`config.mk`:
```
export PLATFORM = sky130hd
export DESIGN_NAME = hex_ascii_packet_deframer
export DESIGN_NICKNAME = d
export VERILOG_FILES = /design/src/sv/hapd_pkg.sv /design/src/sv/hapd_core.sv /design/src/sv/hex_ascii_packet_deframer.sv
export VERILOG_INCLUDE_DIRS = /design/src /design/src/sv
export SDC_FILE = /design/constraint.sdc
export NUM_CORES = 1
export LEC_CHECK = 0
export BUFFER_PORTS_ARGS = -buffer_cell sky130_fd_sc_hd__buf_2
export CAP_MARGIN = 30
export CORE_ASPECT_RATIO = 0.6
export CORE_MARGIN = 2
export CORE_UTILIZATION = 25
export DETAILED_ROUTE_END_ITERATION = 10
export PLACE_DENSITY = 0.42
export SYNTH_ARGS = -nofsm -noshare
export SYNTH_HDL_FRONTEND = slang
export SYNTH_HIERARCHICAL = 1
export SYNTH_SLANG_ARGS = --single-unit
```
`constraint.sdc`:
```
create_clock -name clock -period 4.8 [get_ports clock]
set_clock_uncertainty 0.15 [all_clocks]
set_input_delay 0.96 -clock clock [delete_from_list [all_inputs] [get_ports clock]]
set_output_delay 0.96 -clock clock [all_outputs]
set_load 0.1 [all_outputs]
```
`src/sv/hex_ascii_packet_deframer_macros.svh`:
```
// Assertion macros shared by the hex ASCII packet deframer RTL.
// Depends on nothing; files that assert include it by name.
`ifndef HEX_ASCII_PACKET_DEFRAMER_MACROS_SVH
`define HEX_ASCII_PACKET_DEFRAMER_MACROS_SVH

// Same-cycle implication, checked on every rising clock edge outside reset.
`define HAPD_ASSERT_IMP(label, clk, rst, cond, expr, msg) \
   label: assert property (@(posedge clk) disable iff (rst) (cond) |-> (expr)) \
      else $error(msg);

// Next-cycle implication, checked on every rising clock edge outside reset.
`define HAPD_ASSERT_NEXT(label, clk, rst, cond, expr, msg) \
   label: assert property (@(posedge clk) disable iff (rst) (cond) |=> (expr)) \
      else $error(msg);

`endif

```
`src/sv/hapd_pkg.sv`:
```
// Package for the hex ASCII packet deframer: payload types, decoder state,
// error codes and hex character helpers. Depends on nothing.
`default_nettype none

package hapd_pkg;

   // Default sizes of the packet header and the longest allowed packet.
   localparam int HEADER_BYTES_DEF     = 8;
   localparam int MAX_PACKET_BYTES_DEF = 64;

   // Error codes reported with a result.
   typedef enum logic [1:0] {
      ERR_NONE     = 2'd0,
      ERR_HEADER   = 2'd1,
      ERR_TOO_LONG = 2'd2,
      ERR_BODY     = 2'd3
   } err_type;

   // One character of the received line.
   typedef struct packed {
      logic [7:0] char_code;
      logic       line_end;
   } req_type;

   // One decoded result.
   typedef struct packed {
      logic       byte_valid;
      logic [7:0] data_byte;
      logic       packet_first;
      logic       packet_last;
      err_type    error_code;
   } rsp_type;

   // Decoder state carried from one character to the next.
   typedef struct packed {
      logic       nibble_pending;
      logic [3:0] high_nibble;
      logic [7:0] byte_index;
      logic [7:0] packet_length;
      logic       may_skip_separator;
      logic       dropping_line;
   } state_type;

   // True for the characters 0-9 and A-F.
   function automatic logic is_hex(input logic [7:0] c);
      return ((c >= 8'h30) && (c <= 8'h39)) || ((c >= 8'h41) && (c <= 8'h46));
   endfunction

   // Digit value of a hex character; anything else decodes as zero.
   function automatic logic [3:0] hex_value(input logic [7:0] c);
      logic [7:0] v;
      v = 8'h00;
      if ((c >= 8'h30) && (c <= 8'h39)) begin
         v = c - 8'h30;
      end else if ((c >= 8'h41) && (c <= 8'h46)) begin
         v = c - 8'h37;
      end
      return v[3:0];
   endfunction

endpackage

`default_nettype wire

```
`src/sv/hapd_core.sv`:
```
// Character decoder of the hex ASCII packet deframer: holds the line state and
// turns each accepted character into zero or one result. Depends on hapd_pkg.
`default_nettype none

module hapd_core
   import hapd_pkg::*;
#(
   parameter int HEADER_BYTES     = HEADER_BYTES_DEF,
   parameter int MAX_PACKET_BYTES = MAX_PACKET_BYTES_DEF
) (
   input  wire logic      clock,
   input  wire logic      reset,
   input  wire logic      step_en,
   input  wire req_type   req_item,
   output logic           res_valid,
   output rsp_type        res_item,
   output state_type      state
);

   localparam logic [8:0] HDR_LEN   = 9'(HEADER_BYTES);
   localparam logic [7:0] MAX_LEN   = 8'(MAX_PACKET_BYTES);
   localparam logic       HDR_MULTI = (HEADER_BYTES > 1);

   state_type  state_ff;
   state_type  state_in;
   logic       char_hex;
   logic [3:0] char_val;
   logic [7:0] data;
   logic [8:0] idx_ext;
   logic [8:0] idx_inc;
   logic [8:0] len_eff;
   logic [8:0] total;
   logic       last;

   assign state = state_ff;

   // Character classification and byte assembly.
   assign char_hex = is_hex(req_item.char_code);
   assign char_val = hex_value(req_item.char_code);
   assign data     = {state_ff.high_nibble, char_val};
   assign idx_ext  = {1'b0, state_ff.byte_index};
   assign idx_inc  = idx_ext + 9'd1;
   assign len_eff  = (state_ff.byte_index == 8'd0) ? {1'b0, data}
                                                   : {1'b0, state_ff.packet_length};
   assign total    = (len_eff < HDR_LEN) ? HDR_LEN : len_eff;
   assign last     = (idx_inc >= total);

   // Next state and result for the character on the request port.
   always_comb begin
      state_in  = state_ff;
      res_valid = 1'b0;
      res_item  = '0;
      if (state_ff.dropping_line) begin
         if (req_item.line_end) begin
            state_in = '0;
         end
      end else if (state_ff.may_skip_separator && !char_hex) begin
         state_in.may_skip_separator = 1'b0;
         if (req_item.line_end) begin
            state_in = '0;
         end
      end else if (!state_ff.nibble_pending) begin
         state_in.may_skip_separator = 1'b0;
         state_in.high_nibble        = char_val;
         state_in.nibble_pending     = 1'b1;
         if (req_item.line_end) begin
            state_in            = '0;
            res_valid           = 1'b1;
            res_item.error_code = (idx_ext < HDR_LEN) ? ERR_HEADER : ERR_BODY;
         end
      end else if ((state_ff.byte_index == 8'd0) && (data > MAX_LEN)) begin
         // Length byte over the limit ends this line's decoding.
         state_in               = '0;
         state_in.dropping_line = !req_item.line_end;
         res_valid              = 1'b1;
         res_item.error_code    = (req_item.line_end && HDR_MULTI) ? ERR_HEADER
                                                                   : ERR_TOO_LONG;
      end else begin
         state_in.may_skip_separator = 1'b0;
         state_in.nibble_pending     = 1'b0;
         state_in.high_nibble        = 4'd0;
         if (state_ff.byte_index == 8'd0) begin
            state_in.packet_length = data;
         end
         res_valid             = 1'b1;
         res_item.byte_valid   = 1'b1;
         res_item.data_byte    = data;
         res_item.packet_first = (state_ff.byte_index == 8'd0);
         res_item.packet_last  = last;
         if (req_item.line_end) begin
            state_in = '0;
            if (!last) begin
               res_item.error_code = (idx_inc < HDR_LEN) ? ERR_HEADER : ERR_BODY;
            end
         end else if (last) begin
            state_in.byte_index         = 8'd0;
            state_in.may_skip_separator = 1'b1;
         end else begin
            state_in.byte_index = idx_inc[7:0];
         end
      end
   end

   // Line state register.
   always_ff @(posedge clock) begin
      if (reset) begin
         state_ff <= '0;
      end else if (step_en) begin
         state_ff <= state_in;
      end
   end

endmodule

`default_nettype wire

```
`src/sv/hex_ascii_packet_deframer.sv`:
```
// Hex ASCII packet deframer top level: character decoder plus a two-entry
// result buffer. Depends on hapd_pkg, hapd_core and the assertion macros.
//
//  Port group  Direction  Carries
//  req_*       in         one line character and its line-end flag
//  rsp_*       out        one decoded byte or an error report
//
// One character is taken every cycle while req_ready is high; a result, when there is
// one, is registered in the output register, or in the skid register if the output stalls.
// The decode is a single pass from the line state register to the result
// register; a skid register lets one more request in while a result stalls.
// Synchronous reset clears the line state and the valid flags of both result registers.
// req_ready drops only while both result registers are full.
`default_nettype none
`include "hex_ascii_packet_deframer_macros.svh"

module hex_ascii_packet_deframer
   import hapd_pkg::*;
#(
   parameter int HEADER_BYTES     = HEADER_BYTES_DEF,
   parameter int MAX_PACKET_BYTES = MAX_PACKET_BYTES_DEF
) (
   input  wire logic    clock,
   input  wire logic    reset,
   input  wire logic    req_valid,
   output logic         req_ready,
   input  wire req_type req_item,
   output logic         rsp_valid,
   input  wire logic    rsp_ready,
   output rsp_type      rsp_item
);

   logic      req_fire;
   logic      res_valid;
   rsp_type   res_item;
   state_type core_state;
   logic      push;
   logic      pop;
   logic      rsp_valid_ff;
   logic      rsp_valid_in;
   rsp_type   rsp_item_ff;
   rsp_type   rsp_item_in;
   logic      skid_valid_ff;
   logic      skid_valid_in;
   rsp_type   skid_item_ff;
   rsp_type   skid_item_in;

   assign req_ready = !skid_valid_ff;
   assign req_fire  = req_valid && req_ready;
   assign rsp_valid = rsp_valid_ff;
   assign rsp_item  = rsp_item_ff;

   // Character decoder and line state.
   hapd_core #(
      .HEADER_BYTES     (HEADER_BYTES),
      .MAX_PACKET_BYTES (MAX_PACKET_BYTES)
   ) u_core (
      .clock     (clock),
      .reset     (reset),
      .step_en   (req_fire),
      .req_item  (req_item),
      .res_valid (res_valid),
      .res_item  (res_item),
      .state     (core_state)
   );

   assign push = req_fire && res_valid;
   assign pop  = rsp_valid_ff && rsp_ready;

   // Output register with a skid register behind it.
   always_comb begin
      rsp_valid_in  = rsp_valid_ff;
      rsp_item_in   = rsp_item_ff;
      skid_valid_in = skid_valid_ff;
      skid_item_in  = skid_item_ff;
      if (skid_valid_ff) begin
         if (pop) begin
            rsp_item_in   = skid_item_ff;
            skid_valid_in = 1'b0;
         end
      end else if (!rsp_valid_ff || pop) begin
         rsp_valid_in = push;
         rsp_item_in  = res_item;
      end else if (push) begin
         skid_valid_in = 1'b1;
         skid_item_in  = res_item;
      end
   end

   always_ff @(posedge clock) begin
      if (reset) begin
         rsp_valid_ff  <= 1'b0;
         skid_valid_ff <= 1'b0;
      end else begin
         rsp_valid_ff  <= rsp_valid_in;
         skid_valid_ff <= skid_valid_in;
      end
      rsp_item_ff  <= rsp_item_in;
      skid_item_ff <= skid_item_in;
   end

   // A full skid register always sits behind a full output register.
   `HAPD_ASSERT_IMP(a_skid_behind_out, clock, reset, skid_valid_ff, rsp_valid_ff, "skid full while output empty")
   // Every accepted line end leaves the decoder in its clean state.
   `HAPD_ASSERT_NEXT(a_line_end_clears, clock, reset, req_fire && req_item.line_end, core_state == '0, "state not cleared after line end")
   // A result without a byte always reports an error.
   `HAPD_ASSERT_IMP(a_empty_result_err, clock, reset, rsp_valid && !rsp_item.byte_valid, rsp_item.error_code != ERR_NONE, "result with neither byte nor error")
   // While dropping a line no partial byte or packet position is held.
   `HAPD_ASSERT_IMP(a_drop_is_clean, clock, reset, core_state.dropping_line, !core_state.nibble_pending && core_state.byte_index == 8'd0, "dropping with live packet state")

endmodule

`default_nettype wire
```
==> results.sh <==
export IMPL_outcome="finished, final reports clean"
export IMPL_switchingPower_uw=338
export IMPL_final_nets=346
export IMPL_ctsResizeCount=0
export IMPL_drc=0
export IMPL_powerDensity_nw_per_um2=305
export IMPL_seqPwrFrac=0.461
export IMPL_core_area_sq_um=11400
export IMPL_rr_worst_depth=13
export IMPL_grt_usage=0.130
export IMPL_port_buffers=27
export IMPL_drtPass1Iterations=4
export IMPL_cts_root_buf="clkbuf_16"
export IMPL_fin_total_pwr_uw=1050
export IMPL_crit_cells=16
export IMPL_cts_hold_buf=0
export IMPL_drv_cap=0
export IMPL_setup_ws_ns=0.349
export IMPL_grt_pass1_wl_um=12400
export IMPL_tritoncts="built"
export IMPL_cp_num_buf_inv=2
export IMPL_path_max_fanout=5
export IMPL_drive_gt1_frac=0.237
export IMPL_wirelength_um=7660
export IMPL_seq_area_frac_synth=0.437
export IMPL_cts_buffers_inserted=5
export IMPL_finalInstanceArea_sq_um=3440
export IMPL_critPathRequiredTime_ns=4.70
export IMPL_cp_cell_sequence="buf_2 > inv_1 > ha_1 > or3b_1 > and4_1 > a21oi_1 > a31oi_1 > o211a_1 > ha_1 > nand2b_1 > a2111oi_0 > o31ai_1 > nor2_1 > nor2_1 > and3_1 > mux2_4"
export IMPL_first_global_vias=2174
export IMPL_hpwlAfterDp_um=5770
export IMPL_critical_path_top_delay_family="simple AND/OR/NAND/NOR gates"
export IMPL_vias=2296
export IMPL_finalCritPeriodShare=0.927
export IMPL_min_from="u_core/state[4]$_SDFFE_PP0P_"
export IMPL_syn_nets=312
export IMPL_antenna_found_initial=0
export IMPL_synth_seq_cells=51
export IMPL_tightestPinTransition_ns=0.993
export IMPL_synth_area_sq_um=2930
export IMPL_synth_cells=286
export IMPL_p_int_uw=710
export IMPL_syn2layout_area_growth_pct=17.3
export IMPL_end_kind="flop"
export IMPL_synth_cell_types=64
export IMPL_rsz0062_at_grt="no"
export IMPL_hp_class="flop to flop"
export IMPL_combPwrFrac=0.187
export IMPL_relSlewSlack=0.335
export IMPL_start_util=0.258
export IMPL_ant_nets=0
export IMPL_reg2reg_slack_ns=0.75
export IMPL_grt_max_degree=28
export IMPL_dp_slack_ns=0.0973
export IMPL_synth_edf_count=26
export IMPL_globalplace_congestion=0.812
export IMPL_io_pins=28
export IMPL_clk_path_buf_depth=2
export IMPL_timing_final_crit_period_ns=4.45
export IMPL_die_area_sq_um=12600
export IMPL_h_tree_depth=2
export IMPL_cpPeakStageDelay_ns=0.46
export IMPL_crit_slowest_cell="a2111oi_0"
export IMPL_finalSetupViolCount=0
export IMPL_pwr_share_clk=0.353
export IMPL_holdPathEnd="u_core/state[4]$_SDFFE_PP0P_"
export IMPL_synth_flop_cell="edfxtp_1"
export IMPL_gr_total_overflow=0
export IMPL_tns_ns=0
export IMPL_path_class="input pin to flop"
export IMPL_die_w_um=144
export IMPL_async_flop_share=0
export IMPL_rr_endpoint="rsp_item[2]$_DFFE_PP_"
export IMPL_ys_warn_count=6
export IMPL_r2r_start="u_core/state[13]$_SDFFE_PP0P_"
export IMPL_n_antenna_cell=0
export IMPL_die_y_um=87.8
export IMPL_drv_slew=0
export IMPL_drt_wirelength_per_cell_um=15.9
export IMPL_viasPerCell=4.77
export IMPL_cts_sinks=51
export IMPL_cts_setup_buffers=0
export IMPL_hold_viol_final=0
export IMPL_holdPathStages=2
export IMPL_max_freq_mhz=225
export IMPL_drtIter0Drc=223
export IMPL_placed_cell_area_sq_um=3290
export IMPL_rows=30
export IMPL_syn_area_per_cell_sq_um=10.2
export IMPL_startpoint_type="input pin"
export IMPL_clk_latency_ns=0.30
export IMPL_cellLeakagePower_uw=0.00133
export IMPL_worstPathArrival_ns=4.35
export IMPL_swShare=0.323
export IMPL_vdd_ir_drop_max_v=0.000129
export IMPL_clk_transition_reported_paths_ns=0.07
sequential cells by signal (all words and copies together), names as in the netlist:
| register | flops |
|---|---|
| rsp_item | 13 |
| rsp_valid | 1 |
| skid_item_ff | 13 |
| skid_valid_ff | 1 |
| u_core/state | 23 |
layout make-up:
type	count	area, sq um
flip-flops and latches	51	1280
multi-input cells	212	1530
repair buffers	40	233
inverters	10	40.0
fillers	1185	7940
clock buffers	5	125
clock inverters	3	23.8
well taps	160	200
routing by layer:
layer,routed length (um),track usage,vias up,part of all wire
met4,36,0.0187,0,0.0047
met5,0,0,-,0
met1,4460,0.212,1098,0.58
met3,404,0.0317,4,0.053
met2,2760,0.169,48,0.36
li1,-,-,1146,-
synth_stat cells, types with 4 or more instances:
cell      count  area [sq um]
edfxtp_1     26           781
dfxtp_1      25           500
nand2_1      24          90.1
nor2_1       18          67.6
a21oi_1      15          75.1
ha_1         13           163
clkbuf_1     10          37.5
inv_1         9          33.8
nand3_1       9          45.0
a31oi_1       8          50.1
mux2_4        7           105
and2_1        6          37.5
mux2_2        6          67.6
nand2b_1      6          37.5
nor3_1        6          30.0
nor2b_1       5          31.3
o21ai_0       5          25.0
o41ai_1       5          43.8
a32oi_1       4          35.0
mux2i_1       4          40.0
nand4b_1      4          35.0
o21a_1        4          30.0
o21ai_1       4          20.0
power by group through the flow:
stage | combinational, uW | sequential, uW | clock [uW]
2_1_floorplan | 56.2 | 590 | 0
3_3_place_gp | 197 | 493 | 0
3_5_place_dp | 196 | 493 | 0
4_1_cts | 197 | 483 | 381
5_1_grt | 206 | 485 | 394
6_report | 196 | 483 | 370
tightest hold or removal path, cell delays in order, from the launching register on:
cell	delay, ns
dfxtp_1	0.31
nand2_1	0.05
a21oi_1	0.05
cell usage in the layout (no fill, tap or decap), types with 5 or more instances in the layout:
master,netlist,final
mux2_2,6,6
a21oi_1,15,15
o41ai_1,5,5
o21ai_1,4,5
buf_2,1,27
nor2b_1,5,5
nand2b_1,6,6
a31oi_1,8,8
nor2_1,18,18
buf_4,0,13
dfxtp_1,25,25
ha_1,13,13
mux2_4,7,7
nor3_1,6,6
edfxtp_1,26,26
clkbuf_16,0,5
inv_1,9,9
and2_1,6,6
nand3_1,9,9
nand2_1,24,24
logic make-up (layout without fill, tap and decap cells):
group | Yosys count | count (layout) | synth area share
adders and majority gates | 13 | 13 | 0.0555
DFF | 51 | 51 | 0.437
xor gates and xnor gates | 6 | 6 | 0.0179
and+or+nand+nor | 109 | 109 | 0.214
buffers and inverters | 23 | 58 | 0.0389
AOI/OAI and AO/OA | 67 | 67 | 0.164
muxes | 17 | 17 | 0.0726
per-stage QoR:
step,hold WS (ns),cells,util
after floorplan,0.282,286,-
after global placement,0.297,473,0.289
after detailed placement,0.298,473,0.289
after CTS,0.308,481,0.302
after global routing,0.337,481,0.302
final,0.306,481,0.302
how the worst max path moves through the flow:
stage / to / slack [ns] / start
floorplan: rsp_item[2]$_DFFE_PP_ / 0.44 / req_item[2]
global placement: rsp_item[2]$_DFFE_PP_ / 0.12 / req_item[2]
global route: rsp_item[2]$_DFFE_PP_ / 0.006 / req_item[2]
CTS: rsp_item[2]$_DFFE_PP_ / 0.39 / req_item[2]
finish: rsp_item[2]$_DFFE_PP_ / 0.35 / req_item[2]
detailed placement: rsp_item[2]$_DFFE_PP_ / 0.1 / req_item[2]
No activity file was read; power rests on OpenSTA's default activity.
